$ cat src/rtl/core/sha1_pkg.sv
// Shared types, constants and round functions for the SHA-1 stream hasher.
`default_nettype none

package sha1_pkg;

    // Geometry of one message block and of the digest.
    localparam int BLOCK_BYTES  = 64;
    localparam int FILL_W       = 6;
    localparam int WIN_WORDS    = 16;
    localparam int ROUNDS       = 80;
    localparam int ROUND_W      = 7;
    localparam int DIGEST_WORDS = 5;
    localparam int WORD_IDX_W   = 3;
    localparam int COUNT_W      = 61;
    localparam int LEN_IDX_W    = 3;

    localparam logic [ROUND_W-1:0]    LAST_ROUND = ROUND_W'(ROUNDS - 1);
    localparam logic [FILL_W-1:0]     LAST_FILL  = FILL_W'(BLOCK_BYTES - 1);
    localparam logic [FILL_W-1:0]     LEN_OFFSET = 6'd56;
    localparam logic [WORD_IDX_W-1:0] LAST_WORD  = WORD_IDX_W'(DIGEST_WORDS - 1);
    localparam logic [LEN_IDX_W-1:0]  LAST_LEN   = 3'd7;
    localparam logic [7:0]            PAD_MARK   = 8'h80;

    // Initial chaining value.
    localparam logic [31:0] H_INIT [DIGEST_WORDS] = '{
        32'h67452301, 32'hEFCDAB89, 32'h98BADCFE, 32'h10325476, 32'hC3D2E1F0
    };

    // Round constants, one per group of twenty rounds.
    localparam logic [31:0] K0 = 32'h5A827999;
    localparam logic [31:0] K1 = 32'h6ED9EBA1;
    localparam logic [31:0] K2 = 32'h8F1BBCDC;
    localparam logic [31:0] K3 = 32'hCA62C1D6;

    // Sequencer states.
    typedef enum logic [2:0] {
        ST_IDLE,
        ST_ROUND,
        ST_UPDATE,
        ST_PAD,
        ST_OUT
    } state_t;

    // Steps of the padding sequence.
    typedef enum logic [1:0] {
        PH_MARK,
        PH_ZERO,
        PH_LEN,
        PH_DONE
    } pad_phase_t;

    // Controls for the message window and schedule.
    typedef struct packed {
        logic              wr_en;
        logic [FILL_W-1:0] wr_addr;
        logic [7:0]        wr_byte;
        logic              shift;
    } sched_ctrl_t;

    // Controls for the shared round unit.
    typedef struct packed {
        logic                  load;
        logic                  step;
        logic                  update;
        logic                  clear;
        logic [ROUND_W-1:0]    idx;
        logic [WORD_IDX_W-1:0] word_sel;
    } round_ctrl_t;

    // Boolean function of one round.
    function automatic logic [31:0] sha1_f(input logic [ROUND_W-1:0] t,
                                           input logic [31:0] b,
                                           input logic [31:0] c,
                                           input logic [31:0] d);
        logic [31:0] r;
        if (t < 7'd20) begin
            r = (b & c) | (~b & d);
        end else if (t < 7'd40) begin
            r = b ^ c ^ d;
        end else if (t < 7'd60) begin
            r = (b & c) | (b & d) | (c & d);
        end else begin
            r = b ^ c ^ d;
        end
        return r;
    endfunction

    // Additive constant of one round.
    function automatic logic [31:0] sha1_k(input logic [ROUND_W-1:0] t);
        logic [31:0] r;
        if (t < 7'd20) begin
            r = K0;
        end else if (t < 7'd40) begin
            r = K1;
        end else if (t < 7'd60) begin
            r = K2;
        end else begin
            r = K3;
        end
        return r;
    endfunction

endpackage

`default_nettype wire

$ cat src/rtl/core/sha1_sched.sv
// Message window: collects block bytes, then shifts out the message schedule.
`default_nettype none

module sha1_sched (
    input  wire                   clk,
    input  sha1_pkg::sched_ctrl_t ctrl,
    output logic [31:0]           w_cur
);
    import sha1_pkg::*;

    logic [31:0] win_reg [WIN_WORDS];
    logic [31:0] w_next;

    // Next schedule word W[t+16] from the window holding W[t..t+15].
    always_comb
    begin
        w_next = win_reg[13] ^ win_reg[8] ^ win_reg[2] ^ win_reg[0];
        w_next = {w_next[30:0], w_next[31]};
    end

    assign w_cur = win_reg[0];

    // Byte writes fill the block big-endian; each round shifts the window down.
    always_ff @(posedge clk)
    begin
        if (ctrl.shift) begin
            for (int i = 0; i < WIN_WORDS - 1; i++) begin
                win_reg[i] <= win_reg[i + 1];
            end
            win_reg[WIN_WORDS - 1] <= w_next;
        end else if (ctrl.wr_en) begin
            win_reg[ctrl.wr_addr[FILL_W-1:2]][{~ctrl.wr_addr[1:0], 3'b000} +: 8]
                <= ctrl.wr_byte;
        end
    end

endmodule

`default_nettype wire

$ cat src/rtl/core/sha1_round.sv
// Shared round unit with working variables and the chaining value.
`default_nettype none

module sha1_round (
    input  wire                   clk,
    input  wire                   rst_n,
    input  sha1_pkg::round_ctrl_t ctrl,
    input  wire [31:0]            w_cur,
    output logic [31:0]           digest_word
);
    import sha1_pkg::*;

    logic [31:0] h_reg [DIGEST_WORDS];
    logic [31:0] a_reg, b_reg, c_reg, d_reg, e_reg;
    logic [31:0] t_next;

    // One compression round.
    always_comb
    begin
        t_next = {a_reg[26:0], a_reg[31:27]} + sha1_f(ctrl.idx, b_reg, c_reg, d_reg)
               + e_reg + sha1_k(ctrl.idx) + w_cur;
    end

    // Working variables load from the chaining value and advance each round.
    always_ff @(posedge clk)
    begin
        if (ctrl.load) begin
            a_reg <= h_reg[0];
            b_reg <= h_reg[1];
            c_reg <= h_reg[2];
            d_reg <= h_reg[3];
            e_reg <= h_reg[4];
        end else if (ctrl.step) begin
            a_reg <= t_next;
            b_reg <= a_reg;
            c_reg <= {b_reg[1:0], b_reg[31:2]};
            d_reg <= c_reg;
            e_reg <= d_reg;
        end
    end

    // Chaining value: add the block result, or restart after the digest.
    always_ff @(posedge clk or negedge rst_n)
    begin
        if (!rst_n) begin
            for (int i = 0; i < DIGEST_WORDS; i++) begin
                h_reg[i] <= H_INIT[i];
            end
        end else if (ctrl.clear) begin
            for (int i = 0; i < DIGEST_WORDS; i++) begin
                h_reg[i] <= H_INIT[i];
            end
        end else if (ctrl.update) begin
            h_reg[0] <= h_reg[0] + a_reg;
            h_reg[1] <= h_reg[1] + b_reg;
            h_reg[2] <= h_reg[2] + c_reg;
            h_reg[3] <= h_reg[3] + d_reg;
            h_reg[4] <= h_reg[4] + e_reg;
        end
    end

    // Digest word selection for the output channel.
    always_comb
    begin
        case (ctrl.word_sel)
            3'd0:    digest_word = h_reg[0];
            3'd1:    digest_word = h_reg[1];
            3'd2:    digest_word = h_reg[2];
            3'd3:    digest_word = h_reg[3];
            default: digest_word = h_reg[4];
        endcase
    end

endmodule

`default_nettype wire

$ cat src/rtl/core/sha1_ctrl.sv
// Sequencer: byte intake, block fill, padding, rounds and digest readout.
`default_nettype none

module sha1_ctrl (
    input  wire                                clk,
    input  wire                                rst_n,
    input  wire                                in_valid,
    input  wire [7:0]                          data_byte,
    input  wire                                byte_valid,
    input  wire                                last_byte,
    output logic                               in_ready,
    output logic                               out_valid,
    input  wire                                out_ready,
    output logic [sha1_pkg::WORD_IDX_W-1:0]    word_index,
    output sha1_pkg::sched_ctrl_t              sched_ctrl,
    output sha1_pkg::round_ctrl_t              round_ctrl
);
    import sha1_pkg::*;

    state_t                state_reg, state_next;
    pad_phase_t            phase_reg, phase_next;
    logic [FILL_W-1:0]     fill_reg, fill_next;
    logic [COUNT_W-1:0]    count_reg, count_next;
    logic [ROUND_W-1:0]    round_reg, round_next;
    logic [WORD_IDX_W-1:0] word_reg, word_next;
    logic [LEN_IDX_W-1:0]  len_reg, len_next;
    logic                  padding_reg, padding_next;

    logic       in_fire;
    logic       out_fire;
    logic       finish;
    logic       push;
    logic [7:0] push_byte;
    logic       fill_full;
    logic [63:0] bit_len;
    logic [5:0]  len_shift;
    logic [7:0]  len_byte;

    // Length field bytes, most significant first.
    always_comb
    begin
        bit_len   = {count_reg, 3'b000};
        len_shift = {3'(LAST_LEN - len_reg), 3'b000};
        len_byte  = 8'(bit_len >> len_shift);
    end

    // Outputs of the sequencer.
    always_comb
    begin
        in_ready  = 1'b0;
        out_valid = 1'b0;
        push      = 1'b0;
        push_byte = data_byte;
        unique case (state_reg)
            ST_IDLE:
            begin
                in_ready = 1'b1;
                push     = in_valid & byte_valid;
            end
            ST_PAD:
            begin
                case (phase_reg)
                    PH_MARK:
                    begin
                        push      = 1'b1;
                        push_byte = PAD_MARK;
                    end
                    PH_ZERO:
                    begin
                        push      = (fill_reg != LEN_OFFSET);
                        push_byte = 8'h00;
                    end
                    PH_LEN:
                    begin
                        push      = 1'b1;
                        push_byte = len_byte;
                    end
                    default:
                    begin
                        push = 1'b0;
                    end
                endcase
            end
            ST_OUT:
            begin
                out_valid = 1'b1;
            end
            default:
            begin
                push = 1'b0;
            end
        endcase
        in_fire   = in_valid & in_ready;
        out_fire  = out_valid & out_ready;
        finish    = out_fire & (word_reg == LAST_WORD);
        fill_full = push & (fill_reg == LAST_FILL);

        sched_ctrl.wr_en   = push;
        sched_ctrl.wr_addr = fill_reg;
        sched_ctrl.wr_byte = push_byte;
        sched_ctrl.shift   = (state_reg == ST_ROUND);

        round_ctrl.load     = fill_full;
        round_ctrl.step     = (state_reg == ST_ROUND);
        round_ctrl.update   = (state_reg == ST_UPDATE);
        round_ctrl.clear    = finish;
        round_ctrl.idx      = round_reg;
        round_ctrl.word_sel = word_reg;
    end

    assign word_index = word_reg;

    // Next state.
    always_comb
    begin
        state_next = state_reg;
        unique case (state_reg)
            ST_IDLE:
            begin
                if (in_fire) begin
                    if (fill_full) begin
                        state_next = ST_ROUND;
                    end else if (last_byte) begin
                        state_next = ST_PAD;
                    end
                end
            end
            ST_ROUND:
            begin
                if (round_reg == LAST_ROUND) begin
                    state_next = ST_UPDATE;
                end
            end
            ST_UPDATE:
            begin
                if (!padding_reg) begin
                    state_next = ST_IDLE;
                end else if (phase_reg == PH_DONE) begin
                    state_next = ST_OUT;
                end else begin
                    state_next = ST_PAD;
                end
            end
            ST_PAD:
            begin
                if (fill_full) begin
                    state_next = ST_ROUND;
                end else if (phase_reg == PH_DONE) begin
                    state_next = ST_OUT;
                end
            end
            ST_OUT:
            begin
                if (finish) begin
                    state_next = ST_IDLE;
                end
            end
            default:
            begin
                state_next = ST_IDLE;
            end
        endcase
    end

    // Counters, padding progress and message length.
    always_comb
    begin
        fill_next    = fill_reg;
        count_next   = count_reg;
        round_next   = round_reg;
        word_next    = word_reg;
        len_next     = len_reg;
        phase_next   = phase_reg;
        padding_next = padding_reg;

        if (push) begin
            fill_next = fill_full ? '0 : fill_reg + 1'b1;
        end
        if (in_fire && byte_valid) begin
            count_next = count_reg + 1'b1;
        end
        if (in_fire && last_byte) begin
            padding_next = 1'b1;
            phase_next   = PH_MARK;
            len_next     = '0;
        end
        if (state_reg == ST_ROUND) begin
            round_next = (round_reg == LAST_ROUND) ? '0 : round_reg + 1'b1;
        end
        if (state_reg == ST_PAD) begin
            case (phase_reg)
                PH_MARK:
                begin
                    phase_next = PH_ZERO;
                end
                PH_ZERO:
                begin
                    if (fill_reg == LEN_OFFSET) begin
                        phase_next = PH_LEN;
                    end
                end
                PH_LEN:
                begin
                    len_next = len_reg + 1'b1;
                    if (len_reg == LAST_LEN) begin
                        phase_next = PH_DONE;
                    end
                end
                default:
                begin
                    phase_next = phase_reg;
                end
            endcase
        end
        if (out_fire) begin
            word_next = word_reg + 1'b1;
        end
        if (finish) begin
            word_next    = '0;
            count_next   = '0;
            fill_next    = '0;
            padding_next = 1'b0;
            phase_next   = PH_MARK;
        end
    end

    // Sequencer registers.
    always_ff @(posedge clk or negedge rst_n)
    begin
        if (!rst_n) begin
            state_reg   <= ST_IDLE;
            phase_reg   <= PH_MARK;
            fill_reg    <= '0;
            count_reg   <= '0;
            round_reg   <= '0;
            word_reg    <= '0;
            len_reg     <= '0;
            padding_reg <= 1'b0;
        end else begin
            state_reg   <= state_next;
            phase_reg   <= phase_next;
            fill_reg    <= fill_next;
            count_reg   <= count_next;
            round_reg   <= round_next;
            word_reg    <= word_next;
            len_reg     <= len_next;
            padding_reg <= padding_next;
        end
    end

endmodule

`default_nettype wire

$ cat src/rtl/core/sha1_hash_stream_unit.sv
// SHA-1 over a byte stream: input channel of bytes, output channel of digest words.
//
// The slave channel takes one transaction per message byte; tuser marks whether
// tdata carries a byte, tlast ends the message. An empty transaction with tlast
// ends the message without adding a byte.
// The slave channel takes one transaction per cycle until one completes a 64-byte
// block or carries tlast. The one that completes a block starts 80 rounds of the
// shared round unit, one round a cycle, then an update state folds the result into
// the chaining value; s_axis_tready stays low through the rounds and the update.
// After tlast the sequencer writes the padding bytes into the block buffer (up
// to 72 bytes, one or two more compressions), then offers the five digest words
// H0..H4 on the master channel, tlast on the fifth.
// The master channel holds each word until it is taken; a stalled receiver
// simply holds the block in its readout state. After the fifth word the state
// returns to the initial chaining value and input is accepted again.
// Reset returns the chaining value, counts and sequencer to their initial
// state at once; the block is ready as soon as reset is released.
`default_nettype none

module sha1_hash_stream_unit (
    input  wire        clk,
    input  wire        rst_n,
    input  wire        s_axis_tvalid,
    output logic       s_axis_tready,
    input  wire [7:0]  s_axis_tdata,   // [7:0] data_byte
    input  wire        s_axis_tuser,   // [0] byte_valid
    input  wire        s_axis_tlast,
    output logic       m_axis_tvalid,
    input  wire        m_axis_tready,
    output logic [39:0] m_axis_tdata,  // [31:0] digest_word, [34:32] word_index, zero fill
    output logic       m_axis_tlast
);
    import sha1_pkg::*;

    sched_ctrl_t           sched_ctrl;
    round_ctrl_t           round_ctrl;
    logic [31:0]           w_cur;
    logic [31:0]           digest_word;
    logic [WORD_IDX_W-1:0] word_index;

    // Sequencer.
    sha1_ctrl u_ctrl (
        .clk        (clk),
        .rst_n      (rst_n),
        .in_valid   (s_axis_tvalid),
        .data_byte  (s_axis_tdata),
        .byte_valid (s_axis_tuser),
        .last_byte  (s_axis_tlast),
        .in_ready   (s_axis_tready),
        .out_valid  (m_axis_tvalid),
        .out_ready  (m_axis_tready),
        .word_index (word_index),
        .sched_ctrl (sched_ctrl),
        .round_ctrl (round_ctrl)
    );

    // Block buffer and message schedule.
    sha1_sched u_sched (
        .clk   (clk),
        .ctrl  (sched_ctrl),
        .w_cur (w_cur)
    );

    // Round unit and chaining value.
    sha1_round u_round (
        .clk         (clk),
        .rst_n       (rst_n),
        .ctrl        (round_ctrl),
        .w_cur       (w_cur),
        .digest_word (digest_word)
    );

    // Output transaction payload.
    assign m_axis_tdata = {5'b00000, word_index, digest_word};
    assign m_axis_tlast = (word_index == LAST_WORD);

endmodule

`default_nettype wire

$ cat config.mk
export PLATFORM = sky130hd
export DESIGN_NAME = sha1_hash_stream_unit
export DESIGN_NICKNAME = d
export VERILOG_FILES = /design/src/rtl/core/sha1_pkg.sv /design/src/rtl/core/sha1_sched.sv /design/src/rtl/core/sha1_round.sv /design/src/rtl/core/sha1_ctrl.sv /design/src/rtl/core/sha1_hash_stream_unit.sv
export SDC_FILE = /design/constraint.sdc
export NUM_CORES = 2
export LEC_CHECK = 0
export ABC_AREA = 1
export ABC_CLOCK_PERIOD_IN_PS = 4100
export BUFFER_PORTS_ARGS = -buffer_cell sky130_fd_sc_hd__buf_4
export CAP_MARGIN = 10
export CORE_MARGIN = 5
export CORE_UTILIZATION = 35
export DETAILED_ROUTE_END_ITERATION = 10
export REMOVE_ABC_BUFFERS = 1
export SETUP_SLACK_MARGIN = 0.1
export SLEW_MARGIN = 0
export SYNTH_ARGS = -nofsm -noshare
export SYNTH_HDL_FRONTEND = slang
export SYNTH_HIERARCHICAL = 1
export SYNTH_SLANG_ARGS = --single-unit
$ cat constraint.sdc
create_clock -name clk -period 4.1 [get_ports clk]
set_input_delay 0.41 -clock clk [delete_from_list [all_inputs] [get_ports clk]]
set_output_delay 0.41 -clock clk [all_outputs]
set_load 0.03 [all_outputs]
# ---- After elaboration in Yosys (flattened, before gate mapping)
# Memory sizes are Yosys's and may differ from the RTL's.
# Cells that the tools add are included.
dict set report word_totals {
  regBits 406
  latchBits 0
  ram_bits 512
  rom_bits 0
  output_inout_bits 43
  wordCells 158
  memories 1
}
dict set report op_classes {
  addsub 16
  mul 0
  n_div 0
  order_cmp 3
  n_eq_ne 22
  n_shift 3
  n_mux 62
  bitwise 19
  reduce_logical 14
}
# memory depth width rd rd_ports_with_merged_regs write_ports line_no
set mem_list {}
lappend mem_list {u_sched.win_reg 16 32 16 0 16 sha1_sched.sv:11} ;# logic [31:0] win_reg [WIN_WORDS];
# cell count
set op_table {}
lappend op_table {{$mux W32} 18}
lappend op_table {{$mux W160} 2}
lappend op_table {{$add A32 B32 Y32} 9}
lappend op_table {{$xor A32 B32 Y32} 5}
lappend op_table {{$and A32 B32 Y32} 4}
lappend op_table {{$pmux W32 S4} 1}
lappend op_table {{$mux W61} 2}
lappend op_table {{$or A32 B32 Y32} 3}
lappend op_table {{$shr A64 B6 Y8} 1}
lappend op_table {{$add A61 B1 Y61 const B} 1}
lappend op_table {{$mux W3} 14}
lappend op_table {{$not A32 Y32} 1}
lappend op_table {{$reduce_or A32 Y1} 1}
lappend op_table {{$shift A8 B7 Y32 const A} 1}
lappend op_table {{$shiftx A8 B7 Y32} 1}
lappend op_table {{$mux W31} 1}
lappend op_table {{$pmux W8 S3} 1}
lappend op_table {{$mux W6} 3}
lappend op_table {{$pmux W3 S5} 1}
lappend op_table {{$lt A7 B6 Y1 const B} 2}
lappend op_table {{$eq A3 B2 Y1 const B} 4}
lappend op_table {{$eq A6 B6 Y1 const B} 2}
lappend op_table {{$reduce_bool A2 Y1} 6}
lappend op_table {{$mux W2} 5}
lappend op_table {{other kinds (29)} 50}

# ---- Logic depth before layout (Yosys ltp)
dict set report depth {
  word_depth 12
  ltp_mapped 26
  mapped_depth_nobuf 26
}

# ---- Hierarchy
# Netlist, hierarchy kept.
# mod instances cells_per_inst area_each_um2 seq_area_each_um2
set modules_own_cells {}
lappend modules_own_cells {sha1_round 1 4416 30277.8 8908.5}
lappend modules_own_cells {sha1_sched 1 2618 24452.2 15374.7}
lappend modules_own_cells {sha1_ctrl 1 952 6312.3 2152.1}
lappend modules_own_cells {sha1_hash_stream_unit 1 9 55.1 0.0}

# ---- Least setup slack after synthesis
# No wires, ideal clock.
dict set report synth_timing {
  path_type {register to register}
  from {register u_ctrl.fill_reg[0]}
  to {register u_round.a_reg[0] (enable)}
  setup_time_ns 0.453
  t_arrival_ns 3.949
  t_required_ns 3.647
  slack_ns -0.302
  path_stages_with_launch 16
  n_path_buf 3
  synth_period_minus_slack_ns 4.402
  cell_sequence {dfrtp_1 -> inv_1 -> ha_1 -> nand2_1 -> inv_1 -> nand2_1 -> nand2_1 -> nand2_1 -> nand2_1 -> nand2_2 -> nand2_2 -> inv_2 -> buf_4 -> clkbuf_1 -> clkbuf_1 -> or2_2}
}
dict set report synth_via {
  elab_chain_len 5
}
# item line_no
set synth_rtl {}
lappend synth_rtl {{start: declaration} sha1_ctrl.sv:22} ;# logic [FILL_W-1:0] fill_reg, fill_next;
lappend synth_rtl {{start signal: assignment} sha1_ctrl.sv:242} ;# fill_reg <= fill_next;
lappend synth_rtl {{$ne A6 B6 Y1} sha1_ctrl.sv:70} ;# push = (fill_reg != LEN_OFFSET);
lappend synth_rtl {{$pmux W1 S2} sha1_ctrl.sv:62} ;# case (phase_reg)
lappend synth_rtl {{$pmux W1 S2} sha1_ctrl.sv:54} ;# unique case (state_reg)
lappend synth_rtl {{named net u_ctrl.push} sha1_ctrl.sv:32} ;# logic push;
lappend synth_rtl {{$and A1 B1 Y1} sha1_ctrl.sv:96} ;# fill_full = push & (fill_reg == LAST_FILL);
lappend synth_rtl {{named net u_ctrl.fill_full} sha1_ctrl.sv:34} ;# logic fill_full;
lappend synth_rtl {{$reduce_bool A2 Y1 (no line)} -}
lappend synth_rtl {{end signal: assignment} sha1_round.sv:28} ;# a_reg <= h_reg[0];
lappend synth_rtl {{end signal: assignment} sha1_round.sv:34} ;# a_reg <= t_next;
lappend synth_rtl {{end: declaration} sha1_round.sv:14} ;# logic [31:0] a_reg, b_reg, c_reg, d_reg, e_reg;
# The timed path passes the listed nets, and every way through them passes these cells.
# A chain may end at the register's enable or synchronous reset.

# ---- Worst setup path after layout
dict set report layout_timing {
  from {register u_ctrl.round_reg[4]}
  to {register u_round.a_reg[25], data pin}
}
dict set report layout_via {
  elab_chain_len 10
}
# item line_no
set layout_rtl {}
lappend layout_rtl {{start: declaration} sha1_ctrl.sv:24} ;# logic [ROUND_W-1:0] round_reg, round_next;
lappend layout_rtl {{start signal: assignment} sha1_ctrl.sv:244} ;# round_reg <= round_next;
lappend layout_rtl {{$lt A7 B6 Y1} {sha1_pkg.sv:80, sha1_pkg.sv:95}}
lappend layout_rtl {{$mux W32} sha1_pkg.sv:80} ;# end else if (t < 7'd60) begin
lappend layout_rtl {{$mux W32} sha1_pkg.sv:78} ;# end else if (t < 7'd40) begin
lappend layout_rtl {{$mux W32} sha1_pkg.sv:76} ;# if (t < 7'd20) begin
lappend layout_rtl {{$add A32 B32 Y32} sha1_round.sv:20} ;# t_next = {a_reg[26:0], a_reg[31:27]} + sha1_f(ctrl.idx, b_reg, c_reg, d_reg)
lappend layout_rtl {{$add A32 B32 Y32} sha1_round.sv:21} ;# + e_reg + sha1_k(ctrl.idx) + w_cur;
lappend layout_rtl {{$add A32 B32 Y32 (*) (2 in series)} sha1_round.sv:21}
lappend layout_rtl {{$mux W32 (*)} sha1_round.sv:33} ;# end else if (ctrl.step) begin
lappend layout_rtl {{$mux W32 (*)} sha1_round.sv:27} ;# if (ctrl.load) begin
# Every way passes the cells marked *; elsewhere a longest branch is shown, timed or not. The select of a mux whose other input is x is not followed.

==> impl_metrics.tcl <==
set metrics [dict create \
    grt_pass1_vias 53118 \
    clock_tree.root_cell "clkbuf_16" \
    cp_slowest_cell "fa_1" \
    crit_type "flop to flop" \
    grt_pass1_wl_mm 346 \
    drv_cap 0 \
    cp_top_family "adder cells" \
    grtUsageMet1 0.337 \
    met3_usage 0.0421 \
    h-tree-depth 3 \
    tightest_slew_ps 994 \
    finClkSkew_ps 64.7 \
    async_flop_share 0.268 \
    wl_per_cell_um 22.2 \
    synth-edff-count 672 \
    vias_per_cell 5.30 \
    r2r-start "u_ctrl/round_reg[4]" \
    vias 56789 \
    drc 0 \
    finalNetCount 8642 \
    avgSynthCellArea_um2 7.64 \
    syn_to_final_growth_pct 16.2 \
    rr_endpoint "u_round/a_reg[25]" \
    die-height_um 428 \
    coreArea_mm2 0.174 \
    synth.yosys.warnings 6 \
    layout_commonest_cell "nand2_1" \
    drt_wl_total_mm 238 \
    die_w_um 428 \
    ant_nets 0 \
    relSlewSlack 0.337 \
    hp-class "input pin to flop" \
    critPathLaunchType "flop" \
    cp_data_arrival_time_ps 4540 \
    final_cell_mix "nand2_1 (2821), inv_1 (1036), edfxtp_1 (672)" \
    end_kind "flop" \
    first_pass_iters 6 \
    ys_ff_latch 918 \
    place_area_mm2 0.0660 \
    cts_tree "yes" \
    rows 153 \
    final_min_period_over_clock_period 0.990 \
    final-setup-viol-count 0 \
    ios 57 \
    cts_made_buffers 106 \
    port_buffers 51 \
    drt_iter0_drc 6557 \
    rrSetupSlack_ps 40 \
    whs_path_depth 5 \
    drive_gt1_frac 0.121 \
    grt_antenna_before_repair 1 \
    grt_max_degree 113 \
    min_to "u_ctrl/word_index[2]" \
    critPathMaxStageDelay_ps 520 \
    fin_area_mm2 0.0710 \
    hold_viol_final 0 \
    crit_fanout 11 \
    grt-ovfl-total 0 \
    critPathBufInv 6 \
    grt_busiest_layer "met2" \
    ys.flop_type "edfxtp_1" \
    ff2ff_path_depth 20 \
    grt_use_total 0.250 \
    path_cells "buf_4, nand2_2, nand3_4, clkinv_4, buf_12, o211ai_1, nand3_4, fa_1, inv_1, fa_1, inv_2, ha_4, a21o_1, a21oi_1, buf_4, nor2_1, o21bai_1, nand4_1, nand3_1, nand2_1" \
    gp_congestion 1.09 \
    status "complete, no violations" \
    min-delay-start "m_axis_tready" \
    clock_path_buffers 3 \
    insertion_delay_ps 780 \
    dieArea_mm2 0.183 \
    rsz0062_at_grt "true" \
    start_util 0.351 \
    clk_pin_slew_worst_paths_ps 60 \
    ys_seq_area_frac 0.433 \
    grt_use_met2 0.393 \
    fillerInstances 17712 \
    finalCriticalPeriod_ps 4060 \
    clkSinkCount 918 \
    fmax_ghz 0.246 \
    hpwl_mm 184 \
    antenna_cells 0 \
    synth_area_mm2 0.0611 \
    syn_inst 7995 \
    largest_register_ffs 512 \
    drv_slew 0 \
    critPathRequiredTime_ps 4580 \
    yosys.cell_types.count 65 \
]
routing by layer:
| layer | wire (um) | vias up |
|---|---|---|
| met1 | 98300 | 27086 |
| met2 | 105000 | 2550 |
| met5 | 0 | - |
| li1 | - | 26692 |
| met4 | 13400 | 0 |
| met3 | 20900 | 461 |
metrics by stage:
step           utilization  TNS, ps  hold slack, ps  setup slack [ps]  instances
6_report             0.408        0             136              40.4      10712
5_1_grt              0.408     -962             132              -105      10712
4_1_cts              0.405        0            83.4              61.2      10702
3_5_place_dp         0.380    -6020             374              -410      10483
3_3_place_gp         0.380    -5910             384              -449      10483
2_1_floorplan            -  -467190             114             -1560       7770
synthesized netlist by cell type (73+ instances only):
cell      count  area share
nand2_1    2886        0.18
inv_1      1065       0.065
edfxtp_1    672        0.33
o21ai_0     580       0.048
nor2_1      456       0.028
nand3_1     395       0.032
a21oi_1     283       0.023
ha_1        210       0.043
o21ai_1     204       0.017
dfrtp_1     166       0.068
fa_1        125       0.041
clkbuf_1    113      0.0069
buf_2        90      0.0074
nand4_1      90      0.0092
dfstp_2      80       0.034
nor3_1       79      0.0065
o22ai_1      73      0.0075
what timing repair did:
| action | in CTS | in global routing |
|---|---|---|
| hold endpoints to repair | 49 | 0 |
| cloned | 2 | 1 |
| gates resized for setup | 139 | 150 |
| endpoints found under the setup margin | 29 | 26 |
| hold buffers | 2 | 0 |
| setup buffers | 13 | 9 |
| pin swaps | 52 | 79 |
worst max-delay path by stage:
stage,startpoint,endpoint,cells past startpoint
after floorplan,u_ctrl/word_index[2],u_round/h_reg[101],8
after global placement,u_ctrl/round_reg[4],u_round/a_reg[31],22
after detailed placement,u_ctrl/round_reg[3],u_round/a_reg[31],22
after CTS,u_ctrl/round_reg[4],u_round/a_reg[31],24
after global routing,u_ctrl/round_reg[4],u_round/a_reg[23],23
final,u_ctrl/round_reg[4],u_round/a_reg[25],20
cell families after synthesis:
| logic type | share of synthesized area |
|---|---|
| simple gates | 0.278 |
| fa+ha+maj | 0.0840 |
| buf+inv | 0.0852 |
| xor+xnor | 0.00745 |
| other cells | 0.0000614 |
| compound gates | 0.112 |
| flops | 0.433 |
tightest hold or removal path: stages:
cell and delay [ps]:
buf_4 110, inv_1 100, nor2_4 100, nand2_1 60, o21ai_0 70
cell type report:
cell class | instances | area, um2 | share of cell area
sequential | 918 | 26400 | 0.372
inverter | 1094 | 4140 | 0.0583
clock inverter | 76 | 782 | 0.0110
timing repair inverter | 1 | 6.26 | 0.0000881
multi-input combinational | 5758 | 30600 | 0.431
timing repair buffer | 414 | 3390 | 0.0478
clock buffer | 126 | 2750 | 0.0387
tap | 2325 | 2910 | 0.0410
Power is not shown: default switching activity piles up to over one toggle a cycle in this logic, so the estimate is an artifact.
